--- src/hw/rtl/lfsc_pkg.sv ---
// Shared types and constants for the line follow steering controller.
// No dependencies; the files that use it refer to it by scoped names.
package lfsc_pkg;

    // Geometry of the scan line
    localparam int ROW_PIXELS = 32;
    localparam logic [6:0] ROW_LIMIT  = 7'(ROW_PIXELS);
    localparam logic [5:0] WHITE_FULL = (ROW_PIXELS > 63) ? 6'd63 : 6'(ROW_PIXELS);

    // Frame summary queue between front and back
    localparam int QUEUE_DEPTH = 2;
    localparam int QUEUE_PTR_W = (QUEUE_DEPTH > 1) ? $clog2(QUEUE_DEPTH) : 1;
    localparam int QUEUE_CNT_W = $clog2(QUEUE_DEPTH + 1);

    // Item opcodes
    localparam logic [1:0] OP_ROW   = 2'd0;
    localparam logic [1:0] OP_LEFT  = 2'd1;
    localparam logic [1:0] OP_RIGHT = 2'd2;

    // Configuration register indexes
    localparam int CFG_INDEX_W = 3;
    localparam int CFG_DATA_W  = 10;
    localparam logic [CFG_INDEX_W-1:0] CFG_WHITE_THRESHOLD = 3'd0;
    localparam logic [CFG_INDEX_W-1:0] CFG_SIDE_COUNT_MIN  = 3'd1;
    localparam logic [CFG_INDEX_W-1:0] CFG_BASE_SPEED      = 3'd2;
    localparam logic [CFG_INDEX_W-1:0] CFG_FAST_SPEED      = 3'd3;
    localparam logic [CFG_INDEX_W-1:0] CFG_GAIN_DIVISOR    = 3'd4;
    localparam logic [CFG_INDEX_W-1:0] CFG_REVERSE_LIMIT   = 3'd5;

    // Result actions
    localparam logic [2:0] ACT_STEER       = 3'd0;
    localparam logic [2:0] ACT_REVERSE     = 3'd1;
    localparam logic [2:0] ACT_SHARP_LEFT  = 3'd2;
    localparam logic [2:0] ACT_SHARP_RIGHT = 3'd3;
    localparam logic [2:0] ACT_TURN_AROUND = 3'd4;
    localparam logic [2:0] ACT_MODE_SWITCH = 3'd5;

    // Special line errors and fixed drive values
    localparam logic signed [10:0] ERR_LOST      = 11'sd999;
    localparam logic signed [10:0] ERR_ALL_WHITE = 11'sd666;
    localparam logic signed [12:0] CENTER_HALVES = 13'sd165;
    localparam logic signed [8:0]  DRIVE_REVERSE = -9'sd200;
    localparam logic signed [8:0]  DRIVE_SHARP   = 9'sd180;
    localparam logic signed [8:0]  DRIVE_TURN    = 9'sd190;
    localparam logic signed [8:0]  DRIVE_ZERO    = 9'sd0;

    // Quotient steps of the steering divider
    localparam logic [3:0] DIV_LAST_STEP = 4'd10;

    typedef struct packed {
        logic [7:0] white_threshold;
        logic [4:0] side_count_min;
        logic [7:0] base_speed;
        logic [7:0] fast_speed;
        logic [9:0] gain_divisor;
        logic [3:0] reverse_limit;
    } t_cfg;

    // One finished frame, as handed from front to back
    typedef struct packed {
        logic signed [10:0] err;
        logic               left_branch;
        logic               right_branch;
    } t_summary;

endpackage

--- src/hw/rtl/lfsc_if.sv ---
// Handshake channels of the line follow steering controller.
// No dependencies.
interface lfsc_in_if;
    logic       valid;
    logic       ready;
    logic [1:0] op;
    logic [7:0] pixel;
    logic [4:0] row_index;
    logic       frame_end;
    modport source(output valid, op, pixel, row_index, frame_end, input ready);
    modport sink(input valid, op, pixel, row_index, frame_end, output ready);
endinterface

interface lfsc_out_if;
    logic               valid;
    logic               ready;
    logic [2:0]         action;
    logic signed [10:0] line_error;
    logic signed [8:0]  motor_one;
    logic signed [8:0]  motor_two;
    modport source(output valid, action, line_error, motor_one, motor_two, input ready);
    modport sink(input valid, action, line_error, motor_one, motor_two, output ready);
endinterface

interface lfsc_cfg_if;
    logic       valid;
    logic       ready;
    logic [2:0] index;
    logic [9:0] data;
    modport source(output valid, index, data, input ready);
    modport sink(input valid, index, data, output ready);
endinterface

--- src/hw/rtl/line_follow_steering_controller.sv ---
// Line follow steering controller, top level: configuration registers, front
// end, summary queue and back end. Depends on lfsc_pkg, lfsc_if and submodules.
//
// Pixel items are taken one per cycle while the two-entry frame summary queue
// has room; the item marked frame_end yields one result. A frame that ends in
// reverse, sharp turn, turn around, mode switch or a centered steer appears on
// the output once its summary has passed the queue and the back end's result
// register; off-center steers first run the back end's 11-step serial divider. The
// back end handles one frame at a time, so back-to-back short frames fill the
// queue and stall input until the divider drains it. Configuration writes are
// always accepted and should only be issued while no frame is in flight.
module line_follow_steering_controller (
    input  logic        i_clk,
    input  logic        i_rst_n,
    lfsc_in_if.sink     i_pix,
    lfsc_out_if.source  o_res,
    lfsc_cfg_if.sink    i_cfg
);

    lfsc_pkg::t_cfg     r_cfg;
    logic               push_valid, push_ready;
    lfsc_pkg::t_summary push_data;
    logic               pop_valid, pop_ready;
    lfsc_pkg::t_summary pop_data;

    assign i_cfg.ready = 1'b1;

    // Configuration registers
    always_ff @(posedge i_clk) begin
        if (!i_rst_n) begin
            r_cfg.white_threshold <= 8'd100;
            r_cfg.side_count_min  <= 5'd3;
            r_cfg.base_speed      <= 8'd150;
            r_cfg.fast_speed      <= 8'd220;
            r_cfg.gain_divisor    <= 10'd800;
            r_cfg.reverse_limit   <= 4'd9;
        end else if (i_cfg.valid) begin
            case (i_cfg.index)
                lfsc_pkg::CFG_WHITE_THRESHOLD: r_cfg.white_threshold <= i_cfg.data[7:0];
                lfsc_pkg::CFG_SIDE_COUNT_MIN:  r_cfg.side_count_min  <= i_cfg.data[4:0];
                lfsc_pkg::CFG_BASE_SPEED:      r_cfg.base_speed      <= i_cfg.data[7:0];
                lfsc_pkg::CFG_FAST_SPEED:      r_cfg.fast_speed      <= i_cfg.data[7:0];
                lfsc_pkg::CFG_GAIN_DIVISOR:    r_cfg.gain_divisor    <= i_cfg.data[9:0];
                lfsc_pkg::CFG_REVERSE_LIMIT:   r_cfg.reverse_limit   <= i_cfg.data[3:0];
                default: begin
                end
            endcase
        end
    end

    lfsc_front u_front (
        .i_clk        (i_clk),
        .i_rst_n      (i_rst_n),
        .i_cfg        (r_cfg),
        .i_pix        (i_pix),
        .o_push_valid (push_valid),
        .o_push_data  (push_data),
        .i_push_ready (push_ready)
    );

    lfsc_queue u_queue (
        .i_clk        (i_clk),
        .i_rst_n      (i_rst_n),
        .i_push_valid (push_valid),
        .i_push_data  (push_data),
        .o_push_ready (push_ready),
        .o_pop_valid  (pop_valid),
        .o_pop_data   (pop_data),
        .i_pop_ready  (pop_ready)
    );

    lfsc_back u_back (
        .i_clk       (i_clk),
        .i_rst_n     (i_rst_n),
        .i_cfg       (r_cfg),
        .i_pop_valid (pop_valid),
        .i_pop_data  (pop_data),
        .o_pop_ready (pop_ready),
        .o_res       (o_res)
    );

endmodule

--- src/hw/rtl/lfsc_front.sv ---
// Front end: accepts pixel items, keeps per-frame tallies and the weighted sum,
// and pushes one frame summary per frame end. Depends on lfsc_pkg, lfsc_if.
module lfsc_front (
    input  logic                i_clk,
    input  logic                i_rst_n,
    input  lfsc_pkg::t_cfg      i_cfg,
    lfsc_in_if.sink             i_pix,
    output logic                o_push_valid,
    output lfsc_pkg::t_summary  o_push_data,
    input  logic                i_push_ready
);

    logic signed [11:0] r_sum, n_sum;
    logic [5:0]         r_white, n_white;
    logic [4:0]         r_left, n_left;
    logic [4:0]         r_right, n_right;

    logic               accept;
    logic               row_ok;
    logic signed [12:0] weight;
    logic signed [12:0] sum_wide;
    logic [11:0]        sum_round;

    // Stall everything while the queue is full
    assign i_pix.ready = i_push_ready;
    assign accept      = i_pix.valid && i_pix.ready;

    assign row_ok = ({2'b00, i_pix.row_index} < lfsc_pkg::ROW_LIMIT);

    // Weight 10*i - 165 in half units, then saturating accumulate
    assign weight   = $signed(13'({i_pix.row_index, 3'b000}) + 13'({i_pix.row_index, 1'b0}))
                      - lfsc_pkg::CENTER_HALVES;
    assign sum_wide = $signed({r_sum[11], r_sum}) + weight;

    // Next tallies including the current item
    always_comb begin
        n_sum   = r_sum;
        n_white = r_white;
        n_left  = r_left;
        n_right = r_right;
        case (i_pix.op)
            lfsc_pkg::OP_ROW: begin
                if (row_ok && (i_pix.pixel >= i_cfg.white_threshold)) begin
                    if (sum_wide > 13'sd2047) begin
                        n_sum = 12'sd2047;
                    end else if (sum_wide < -13'sd2048) begin
                        n_sum = -12'sd2048;
                    end else begin
                        n_sum = sum_wide[11:0];
                    end
                    if (r_white != 6'd63) n_white = r_white + 6'd1;
                end
            end
            lfsc_pkg::OP_LEFT: begin
                if ((i_pix.pixel > i_cfg.white_threshold) && (r_left != 5'd31))
                    n_left = r_left + 5'd1;
            end
            lfsc_pkg::OP_RIGHT: begin
                if ((i_pix.pixel > i_cfg.white_threshold) && (r_right != 5'd31))
                    n_right = r_right + 5'd1;
            end
            default: begin
            end
        endcase
    end

    // Halve toward zero: add one to negative sums before the shift
    assign sum_round = n_sum + {11'd0, n_sum[11]};

    // Frame summary
    always_comb begin
        if (n_white == 6'd0) begin
            o_push_data.err = lfsc_pkg::ERR_LOST;
        end else if (n_white >= lfsc_pkg::WHITE_FULL) begin
            o_push_data.err = lfsc_pkg::ERR_ALL_WHITE;
        end else begin
            o_push_data.err = $signed(sum_round[11:1]);
        end
        o_push_data.left_branch  = n_left > i_cfg.side_count_min;
        o_push_data.right_branch = n_right > i_cfg.side_count_min;
    end

    assign o_push_valid = accept && i_pix.frame_end;

    // Tally registers, cleared after each frame end
    always_ff @(posedge i_clk) begin
        if (!i_rst_n) begin
            r_sum   <= '0;
            r_white <= '0;
            r_left  <= '0;
            r_right <= '0;
        end else if (accept) begin
            if (i_pix.frame_end) begin
                r_sum   <= '0;
                r_white <= '0;
                r_left  <= '0;
                r_right <= '0;
            end else begin
                r_sum   <= n_sum;
                r_white <= n_white;
                r_left  <= n_left;
                r_right <= n_right;
            end
        end
    end

endmodule

--- src/hw/rtl/lfsc_queue.sv ---
// Small register queue of frame summaries between front and back.
// Depends on lfsc_pkg.
module lfsc_queue (
    input  logic                i_clk,
    input  logic                i_rst_n,
    input  logic                i_push_valid,
    input  lfsc_pkg::t_summary  i_push_data,
    output logic                o_push_ready,
    output logic                o_pop_valid,
    output lfsc_pkg::t_summary  o_pop_data,
    input  logic                i_pop_ready
);

    lfsc_pkg::t_summary r_data [lfsc_pkg::QUEUE_DEPTH];
    logic [lfsc_pkg::QUEUE_PTR_W-1:0] r_wr_ptr, r_rd_ptr;
    logic [lfsc_pkg::QUEUE_CNT_W-1:0] r_count;
    logic push, pop;

    assign o_push_ready = (r_count != lfsc_pkg::QUEUE_CNT_W'(lfsc_pkg::QUEUE_DEPTH));
    assign o_pop_valid  = (r_count != '0);
    assign o_pop_data   = r_data[r_rd_ptr];
    assign push         = i_push_valid && o_push_ready;
    assign pop          = o_pop_valid && i_pop_ready;

    // Storage
    always_ff @(posedge i_clk) begin
        if (push) r_data[r_wr_ptr] <= i_push_data;
    end

    // Pointers and fill count
    always_ff @(posedge i_clk) begin
        if (!i_rst_n) begin
            r_wr_ptr <= '0;
            r_rd_ptr <= '0;
            r_count  <= '0;
        end else begin
            if (push) begin
                r_wr_ptr <= (r_wr_ptr == lfsc_pkg::QUEUE_PTR_W'(lfsc_pkg::QUEUE_DEPTH - 1))
                            ? '0 : r_wr_ptr + 1'b1;
            end
            if (pop) begin
                r_rd_ptr <= (r_rd_ptr == lfsc_pkg::QUEUE_PTR_W'(lfsc_pkg::QUEUE_DEPTH - 1))
                            ? '0 : r_rd_ptr + 1'b1;
            end
            if (push && !pop) begin
                r_count <= r_count + 1'b1;
            end else if (pop && !push) begin
                r_count <= r_count - 1'b1;
            end
        end
    end

endmodule

--- src/hw/rtl/lfsc_back.sv ---
// Back end: takes frame summaries, runs the mode and reverse decision, divides
// the steering error serially and holds the result. Depends on lfsc_pkg, lfsc_if.
module lfsc_back (
    input  logic                i_clk,
    input  logic                i_rst_n,
    input  lfsc_pkg::t_cfg      i_cfg,
    input  logic                i_pop_valid,
    input  lfsc_pkg::t_summary  i_pop_data,
    output logic                o_pop_ready,
    lfsc_out_if.source          o_res
);

    localparam logic ST_IDLE = 1'b0;
    localparam logic ST_DIV  = 1'b1;

    logic               r_state, n_state;
    logic               r_mode, n_mode;
    logic [3:0]         r_rev, n_rev;
    logic [3:0]         r_cnt, n_cnt;
    logic [9:0]         r_rem, n_rem;
    logic [10:0]        r_quo, n_quo;
    logic               r_neg, n_neg;
    logic signed [10:0] r_err, n_err;

    logic               r_out_valid, n_out_valid;
    logic [2:0]         r_out_action, n_out_action;
    logic signed [10:0] r_out_err, n_out_err;
    logic signed [8:0]  r_out_m1, n_out_m1;
    logic signed [8:0]  r_out_m2, n_out_m2;

    logic               out_free;
    logic               pop;
    logic               is_lost, is_white;
    logic [10:0]        mag;
    logic [9:0]         divisor;
    logic [10:0]        trial;
    logic               fits;
    logic [10:0]        quo_step;
    logic [11:0]        slow_sum;
    logic signed [8:0]  slow_drive;
    logic signed [8:0]  fast_drive;
    logic signed [8:0]  base_drive;

    assign out_free    = !r_out_valid || o_res.ready;
    assign o_pop_ready = (r_state == ST_IDLE) && out_free;
    assign pop         = i_pop_valid && o_pop_ready;

    assign is_lost  = (i_pop_data.err == lfsc_pkg::ERR_LOST);
    assign is_white = (i_pop_data.err == lfsc_pkg::ERR_ALL_WHITE);
    assign mag      = i_pop_data.err[10] ? (~i_pop_data.err + 11'd1) : i_pop_data.err;
    assign divisor  = (i_cfg.gain_divisor == 10'd0) ? 10'd1 : i_cfg.gain_divisor;

    // One restoring division step per cycle
    assign trial    = {r_rem, r_quo[10]};
    assign fits     = trial >= {1'b0, divisor};
    assign quo_step = {r_quo[9:0], fits};

    // Slow wheel speed from the final quotient, saturated
    assign slow_sum   = {4'd0, i_cfg.base_speed} + {1'b0, quo_step};
    assign slow_drive = (slow_sum > 12'd255) ? 9'sd255 : $signed({1'b0, slow_sum[7:0]});
    assign fast_drive = $signed({1'b0, i_cfg.fast_speed});
    assign base_drive = $signed({1'b0, i_cfg.base_speed});

    always_comb begin
        n_state      = r_state;
        n_mode       = r_mode;
        n_rev        = r_rev;
        n_cnt        = r_cnt;
        n_rem        = r_rem;
        n_quo        = r_quo;
        n_neg        = r_neg;
        n_err        = r_err;
        n_out_valid  = r_out_valid && !o_res.ready;
        n_out_action = r_out_action;
        n_out_err    = r_out_err;
        n_out_m1     = r_out_m1;
        n_out_m2     = r_out_m2;

        case (r_state)
            ST_IDLE: begin
                if (pop) begin
                    n_out_err    = i_pop_data.err;
                    n_out_action = lfsc_pkg::ACT_STEER;
                    n_out_m1     = base_drive;
                    n_out_m2     = base_drive;
                    n_out_valid  = 1'b1;
                    if (!r_mode && is_lost) begin
                        n_out_action = lfsc_pkg::ACT_REVERSE;
                        n_out_m1     = lfsc_pkg::DRIVE_REVERSE;
                        n_out_m2     = lfsc_pkg::DRIVE_REVERSE;
                    end else if (!r_mode && is_white) begin
                        n_out_action = lfsc_pkg::ACT_MODE_SWITCH;
                        n_out_m1     = lfsc_pkg::DRIVE_ZERO;
                        n_out_m2     = lfsc_pkg::DRIVE_ZERO;
                        n_mode       = 1'b1;
                    end else if (r_mode && is_lost) begin
                        // Second mode: branches first, then turn around or reverse
                        if (i_pop_data.right_branch) begin
                            n_out_action = lfsc_pkg::ACT_SHARP_LEFT;
                            n_out_m1     = lfsc_pkg::DRIVE_SHARP;
                            n_out_m2     = -lfsc_pkg::DRIVE_SHARP;
                        end else if (i_pop_data.left_branch) begin
                            n_out_action = lfsc_pkg::ACT_SHARP_RIGHT;
                            n_out_m1     = -lfsc_pkg::DRIVE_SHARP;
                            n_out_m2     = lfsc_pkg::DRIVE_SHARP;
                        end else if (r_rev > i_cfg.reverse_limit) begin
                            n_out_action = lfsc_pkg::ACT_TURN_AROUND;
                            n_out_m1     = lfsc_pkg::DRIVE_TURN;
                            n_out_m2     = -lfsc_pkg::DRIVE_TURN;
                            n_rev        = 4'd0;
                        end else begin
                            n_out_action = lfsc_pkg::ACT_REVERSE;
                            n_out_m1     = lfsc_pkg::DRIVE_REVERSE;
                            n_out_m2     = lfsc_pkg::DRIVE_REVERSE;
                            if (r_rev != 4'd15) n_rev = r_rev + 4'd1;
                        end
                    end else if (i_pop_data.err != 11'sd0) begin
                        // Off center: divide the magnitude before answering
                        n_out_valid = 1'b0;
                        n_state     = ST_DIV;
                        n_cnt       = lfsc_pkg::DIV_LAST_STEP;
                        n_rem       = 10'd0;
                        n_quo       = mag;
                        n_neg       = i_pop_data.err[10];
                        n_err       = i_pop_data.err;
                    end
                end
            end
            ST_DIV: begin
                n_rem = fits ? 10'(trial - {1'b0, divisor}) : trial[9:0];
                n_quo = quo_step;
                if (r_cnt == 4'd0) begin
                    n_state      = ST_IDLE;
                    n_out_valid  = 1'b1;
                    n_out_action = lfsc_pkg::ACT_STEER;
                    n_out_err    = r_err;
                    if (r_neg) begin
                        n_out_m1 = fast_drive;
                        n_out_m2 = slow_drive;
                    end else begin
                        n_out_m1 = slow_drive;
                        n_out_m2 = fast_drive;
                    end
                end else begin
                    n_cnt = r_cnt - 4'd1;
                end
            end
            default: begin
                n_state = ST_IDLE;
            end
        endcase
    end

    // Control state
    always_ff @(posedge i_clk) begin
        if (!i_rst_n) begin
            r_state     <= ST_IDLE;
            r_mode      <= 1'b0;
            r_rev       <= '0;
            r_cnt       <= '0;
            r_out_valid <= 1'b0;
        end else begin
            r_state     <= n_state;
            r_mode      <= n_mode;
            r_rev       <= n_rev;
            r_cnt       <= n_cnt;
            r_out_valid <= n_out_valid;
        end
    end

    // Datapath and result payload
    always_ff @(posedge i_clk) begin
        r_rem        <= n_rem;
        r_quo        <= n_quo;
        r_neg        <= n_neg;
        r_err        <= n_err;
        r_out_action <= n_out_action;
        r_out_err    <= n_out_err;
        r_out_m1     <= n_out_m1;
        r_out_m2     <= n_out_m2;
    end

    assign o_res.valid      = r_out_valid;
    assign o_res.action     = r_out_action;
    assign o_res.line_error = r_out_err;
    assign o_res.motor_one  = r_out_m1;
    assign o_res.motor_two  = r_out_m2;

endmodule
--- src/flat_wrapper.sv ---
// flat-port wrapper written by rule: the top's interface ports become plain ports
module line_follow_steering_controller_flat 
  (i_clk, i_rst_n, i_pix_valid, i_pix_op, i_pix_pixel, i_pix_row_index, i_pix_frame_end, i_pix_ready, o_res_valid, o_res_action, o_res_line_error, o_res_motor_one, o_res_motor_two, o_res_ready, i_cfg_valid, i_cfg_index, i_cfg_data, i_cfg_ready);
  lfsc_in_if i_pix_i ();
  lfsc_out_if o_res_i ();
  lfsc_cfg_if i_cfg_i ();
  input  logic i_clk;
  input  logic i_rst_n;
  input wire logic [$bits(i_pix_i.valid)-1:0] i_pix_valid;
  input wire logic [$bits(i_pix_i.op)-1:0] i_pix_op;
  input wire logic [$bits(i_pix_i.pixel)-1:0] i_pix_pixel;
  input wire logic [$bits(i_pix_i.row_index)-1:0] i_pix_row_index;
  input wire logic [$bits(i_pix_i.frame_end)-1:0] i_pix_frame_end;
  output wire logic [$bits(i_pix_i.ready)-1:0] i_pix_ready;
  output wire logic [$bits(o_res_i.valid)-1:0] o_res_valid;
  output wire logic [$bits(o_res_i.action)-1:0] o_res_action;
  output wire logic [$bits(o_res_i.line_error)-1:0] o_res_line_error;
  output wire logic [$bits(o_res_i.motor_one)-1:0] o_res_motor_one;
  output wire logic [$bits(o_res_i.motor_two)-1:0] o_res_motor_two;
  input wire logic [$bits(o_res_i.ready)-1:0] o_res_ready;
  input wire logic [$bits(i_cfg_i.valid)-1:0] i_cfg_valid;
  input wire logic [$bits(i_cfg_i.index)-1:0] i_cfg_index;
  input wire logic [$bits(i_cfg_i.data)-1:0] i_cfg_data;
  output wire logic [$bits(i_cfg_i.ready)-1:0] i_cfg_ready;
  assign i_pix_i.valid = i_pix_valid;
  assign i_pix_i.op = i_pix_op;
  assign i_pix_i.pixel = i_pix_pixel;
  assign i_pix_i.row_index = i_pix_row_index;
  assign i_pix_i.frame_end = i_pix_frame_end;
  assign i_pix_ready = i_pix_i.ready;
  assign o_res_valid = o_res_i.valid;
  assign o_res_action = o_res_i.action;
  assign o_res_line_error = o_res_i.line_error;
  assign o_res_motor_one = o_res_i.motor_one;
  assign o_res_motor_two = o_res_i.motor_two;
  assign o_res_i.ready = o_res_ready;
  assign i_cfg_i.valid = i_cfg_valid;
  assign i_cfg_i.index = i_cfg_index;
  assign i_cfg_i.data = i_cfg_data;
  assign i_cfg_ready = i_cfg_i.ready;
  line_follow_steering_controller u_core (.i_clk(i_clk), .i_rst_n(i_rst_n), .i_pix(i_pix_i), .o_res(o_res_i), .i_cfg(i_cfg_i));
endmodule
--- config.mk ---
export PLATFORM = sky130hd
export DESIGN_NAME = line_follow_steering_controller_flat
export DESIGN_NICKNAME = d
export VERILOG_FILES = /design/src/hw/rtl/lfsc_pkg.sv /design/src/hw/rtl/lfsc_if.sv /design/src/hw/rtl/line_follow_steering_controller.sv /design/src/hw/rtl/lfsc_front.sv /design/src/hw/rtl/lfsc_queue.sv /design/src/hw/rtl/lfsc_back.sv /design/src/flat_wrapper.sv
export SDC_FILE = /design/constraint.sdc
export NUM_CORES = 1
export LEC_CHECK = 0
export ABC_AREA = 1
export BUFFER_PORTS_ARGS = -buffer_cell sky130_fd_sc_hd__buf_2
export CORE_MARGIN = 5
export CORE_UTILIZATION = 56
export DETAILED_ROUTE_END_ITERATION = 7
export GPL_ROUTABILITY_DRIVEN = 0
export GPL_TIMING_DRIVEN = 0
export HOLD_SLACK_MARGIN = 0.08
export PLACE_DENSITY_LB_ADDON = 0.15
export SYNTH_ARGS = -nofsm -noshare
export SYNTH_HDL_FRONTEND = slang
export SYNTH_HIERARCHICAL = 1
export SYNTH_SLANG_ARGS = --single-unit
--- constraint.sdc ---
create_clock -name i_clk -period 4.4 [get_ports i_clk]
set_input_delay 0.88 -clock i_clk [delete_from_list [all_inputs] [get_ports i_clk]]
set_output_delay 0.88 -clock i_clk [all_outputs]
set_load 0.1 [all_outputs]
==> out/qor.txt <==
CP max FO: 6
Die width: 154.3 um
FF-to-FF setup slack: 0.53 ns
Synth warn: 6
Final hold viol count: 0
Min-Delay Startpoint: u_core/r_cfg[18]
Yosys reg bits: 177
Antenna Violating Nets Remaining: 0
Post-route worst setup slack: 0.1410 ns
Pwr Density: 594.6 mW/mm^2
Critical path class: in -> reg
Crit path buf inv count: 9
Post-Syn Nets: 1680
Vias in the first global route: 9743
CTS tree: yes
Unique masters post-synth: 58
# fillers: 1773
Tightest Pin Transition: 1.280 ns
First-pass GRT wire length: 46620 um
RR Startpoint: u_core/r_cfg[9]
Initial antenna violation count: 0
Final Util: 65.46%
Clock skew: 0.008177 ns
Slew Limit Fails: 0
IO buf count: 67
Dpl cell area: 0.01234 sq mm
CP dominant cell by count: nand2_2
DRC errors left: 0
WL final: 28350 um
Top-count cell post-synth: nand2_1
Synth area leaders: edfxtp_1 23%, dfxtp_1 15%, nand2_1 14%
Layout cells sized above 1: 16.62%
Max-slew headroom: 14.47%
Clock sinks: 177
Die area: 0.02379 sq mm
Fmax: 234.8 MHz
Top cells by count, synth: 422 x nand2_1, 216 x inv_1, 177 x nor2_1, 120 x nand3_1, 90 x edfxtp_1
Routed len/inst: 14.54 um
Netlist Area Pre-Place: 0.01165 sq mm
H-tree levels: 4
Avg Vias per Cell: 5.303
Clock transition at the registers of the reported paths: 0.07 ns
Slowest cell on crit path: ha_4
Post-synth EDFFs: 90
Startpoint types: input port
Drt pass-1 iters: 6
Initial drt markers: 651
Synth Flop Type: edfxtp_1
Ys async rst share: 0%
Tmin final: 4.259 ns
Ports: 69
GRT Overall Usage: 23.71%
Clock Latency Late Sink: 0.43 ns
Endpoint type of the worst setup path: flip-flop
Area grow syn2layout: 14.40%
Dpl hpwl: 21700 um
Die Ht: 154.3 um
Final nets: 1779
Vias: 10340
Clock Root Buffer: clkbuf_16
Post-Synthesis Cells: 1567
Grt ovf: 0
Seq/Total Area, Yosys: 38.14%
CP delay by family, top: simple AND/OR/NAND/NOR gates
Post-place setup slack: -0.7350 ns
# setup viols final: 0
Period Utilization, post-route: 96.80%
P_leak: 0.006219 uW
Post-route cell area: 0.01333 sq mm
Max Cap Viol: 0
Outcome: completed
Final Total Pwr: 7926 uW
Critical path origin: i_pix_row_index[1]
Worst ir drop on vdd: 313.8 uV
Hold Slack: 0.4636 ns
Hold Path Class: reg -> reg
Critical path required time: 4.57 ns
Area leader, netlist: edfxtp_1
Bufs on Longest Clock Path: 2
Row count: 52
Num CTS Buffers: 17
Top-area cell type share of the netlist area: 23.19%
Largest net degree at the start of global routing: 33
Avg Cell Area, Syn: 7.436 sq um
Crit path largest cell delay: 0.26 ns
Core ar.: 0.02036 sq mm
Antenna diodes: 0
Arrival @ worst endpoint: 4.42 ns
Initial core utilization: 57.22%
[what timing repair did]
| action | 4_1_cts | 5_1_grt |
|---|---|---|
| pin swaps | 6 | 30 |
| hold endpoints to repair | 0 | 0 |
| hold buffers | 0 | 0 |
| gates resized for setup | 9 | 56 |
| endpoints found under the setup margin | 14 | 23 |
| buffers inserted | 4 | 9 |
[path summary, 6_finish.rpt]
kind                                                          to  cells after the start
worst max-delay path                 u_core/u_queue/r_data[1][9]                     32
worst min-delay path                            u_core/r_cfg[18]                      2
worst max register to register  u_core/u_back/o_res.motor_two[0]                     20
worst min register to register                  u_core/r_cfg[18]                      2
[final cells by class]
type                    instances  area [sq um]  share of cell area (%)
well taps                     270         337.8                   2.534
flip-flops and latches        177          4444                   33.34
multi-input cells            1126          6417                   48.14
plain buffers                  34         190.2                   1.427
clock inverters                12         170.2                   1.277
clock buffers                  20         467.9                   3.510
repair buffers                 80         439.2                   3.295
inverters                     230         863.3                   6.476
[worst reg2reg max path, cell delays in order (launching register included)]
cell      delay (ns)
dfxtp_1         0.39
nor4_1          0.07
a41o_1          0.25
ha_1            0.24
o21ai_1         0.28
nand3_1         0.11
nand3_1         0.16
buf_2           0.25
ha_1            0.27
inv_1           0.08
fa_1            0.44
inv_1           0.11
nand3_1         0.07
nand2_1         0.12
nand3_1         0.10
nand3_1         0.08
nand2_1         0.10
nor2_4          0.19
nand2_2         0.12
o21bai_1        0.13
nand2_1         0.07
[registers in the layout, indices dropped and copies added (netlist names), 2 cells and up, named ones only]
name and count:
u_core/u_back/r_cnt 4, u_core/u_back/r_rev 4, u_core/u_front/r_left 5, u_core/u_back/o_res.action 3, u_core/u_back/o_res.line_error 11, u_core/u_back/r_err 10, u_core/u_front/r_white 6, u_core/r_cfg 43
u_core/u_queue/r_data 26, u_core/u_back/r_rem 10, u_core/u_front/r_right 5, u_core/u_back/o_res.motor_one 9, u_core/u_front/r_sum 12, u_core/u_back/r_quo 11, u_core/u_queue/r_count 2, u_core/u_back/o_res.motor_two 9
[cell families after synthesis]
kind of cell | after synthesis | synth area share, %
other | 1 | 0.03218
adder cells (fa/ha/maj) | 79 | 8.676
AND/OR/NAND/NOR | 823 | 31.25
multiplexers | 15 | 1.772
flip-flops | 177 | 38.14
buffers and inverters | 264 | 9.009
AO/OA/AOI/OAI | 180 | 9.020
XOR/XNOR | 28 | 2.105
[layout by cell type, fill, tap and decap left out, types with 32 or more instances in the layout]
| cell type | synthesis | final |
|---|---|---|
| edfxtp_1 | 90 | 90 |
| dfxtp_1 | 87 | 87 |
| nor2_1 | 177 | 174 |
| buf_2 | 5 | 71 |
| nand3_1 | 120 | 115 |
| o21ai_0 | 40 | 36 |
| ha_1 | 76 | 66 |
| a21oi_1 | 81 | 70 |
| inv_1 | 216 | 208 |
| nand2_2 | 19 | 32 |
| nand2_1 | 422 | 408 |
[layer usage]
layer	GRT usage (%)	up-vias	part of all wire [%]
met5	0	-	0
met4	7.107	0	2.1
met3	3.353	48	4.7
met2	41.31	286	49
met1	30.70	4727	44
li1	-	5275	-
[where the power goes]
part / internal [uW] / switching (uW) / total (uW)
sequential: 2300 / 185 / 2490
combinational: 953 / 2860 / 3810
clock: 957 / 667 / 1620
total: 4210 / 3710 / 7930
[per-stage QoR]
| step | TNS [ns] | instances |
|---|---|---|
| floorplan | 0 | 1567 |
| global placement | -10.93 | 1904 |
| detailed placement | -11.74 | 1904 |
| CTS | 0 | 1940 |
| global route | -0.5907 | 1949 |
| finish | 0 | 1949 |
No activity file was read; power rests on OpenSTA's default activity.
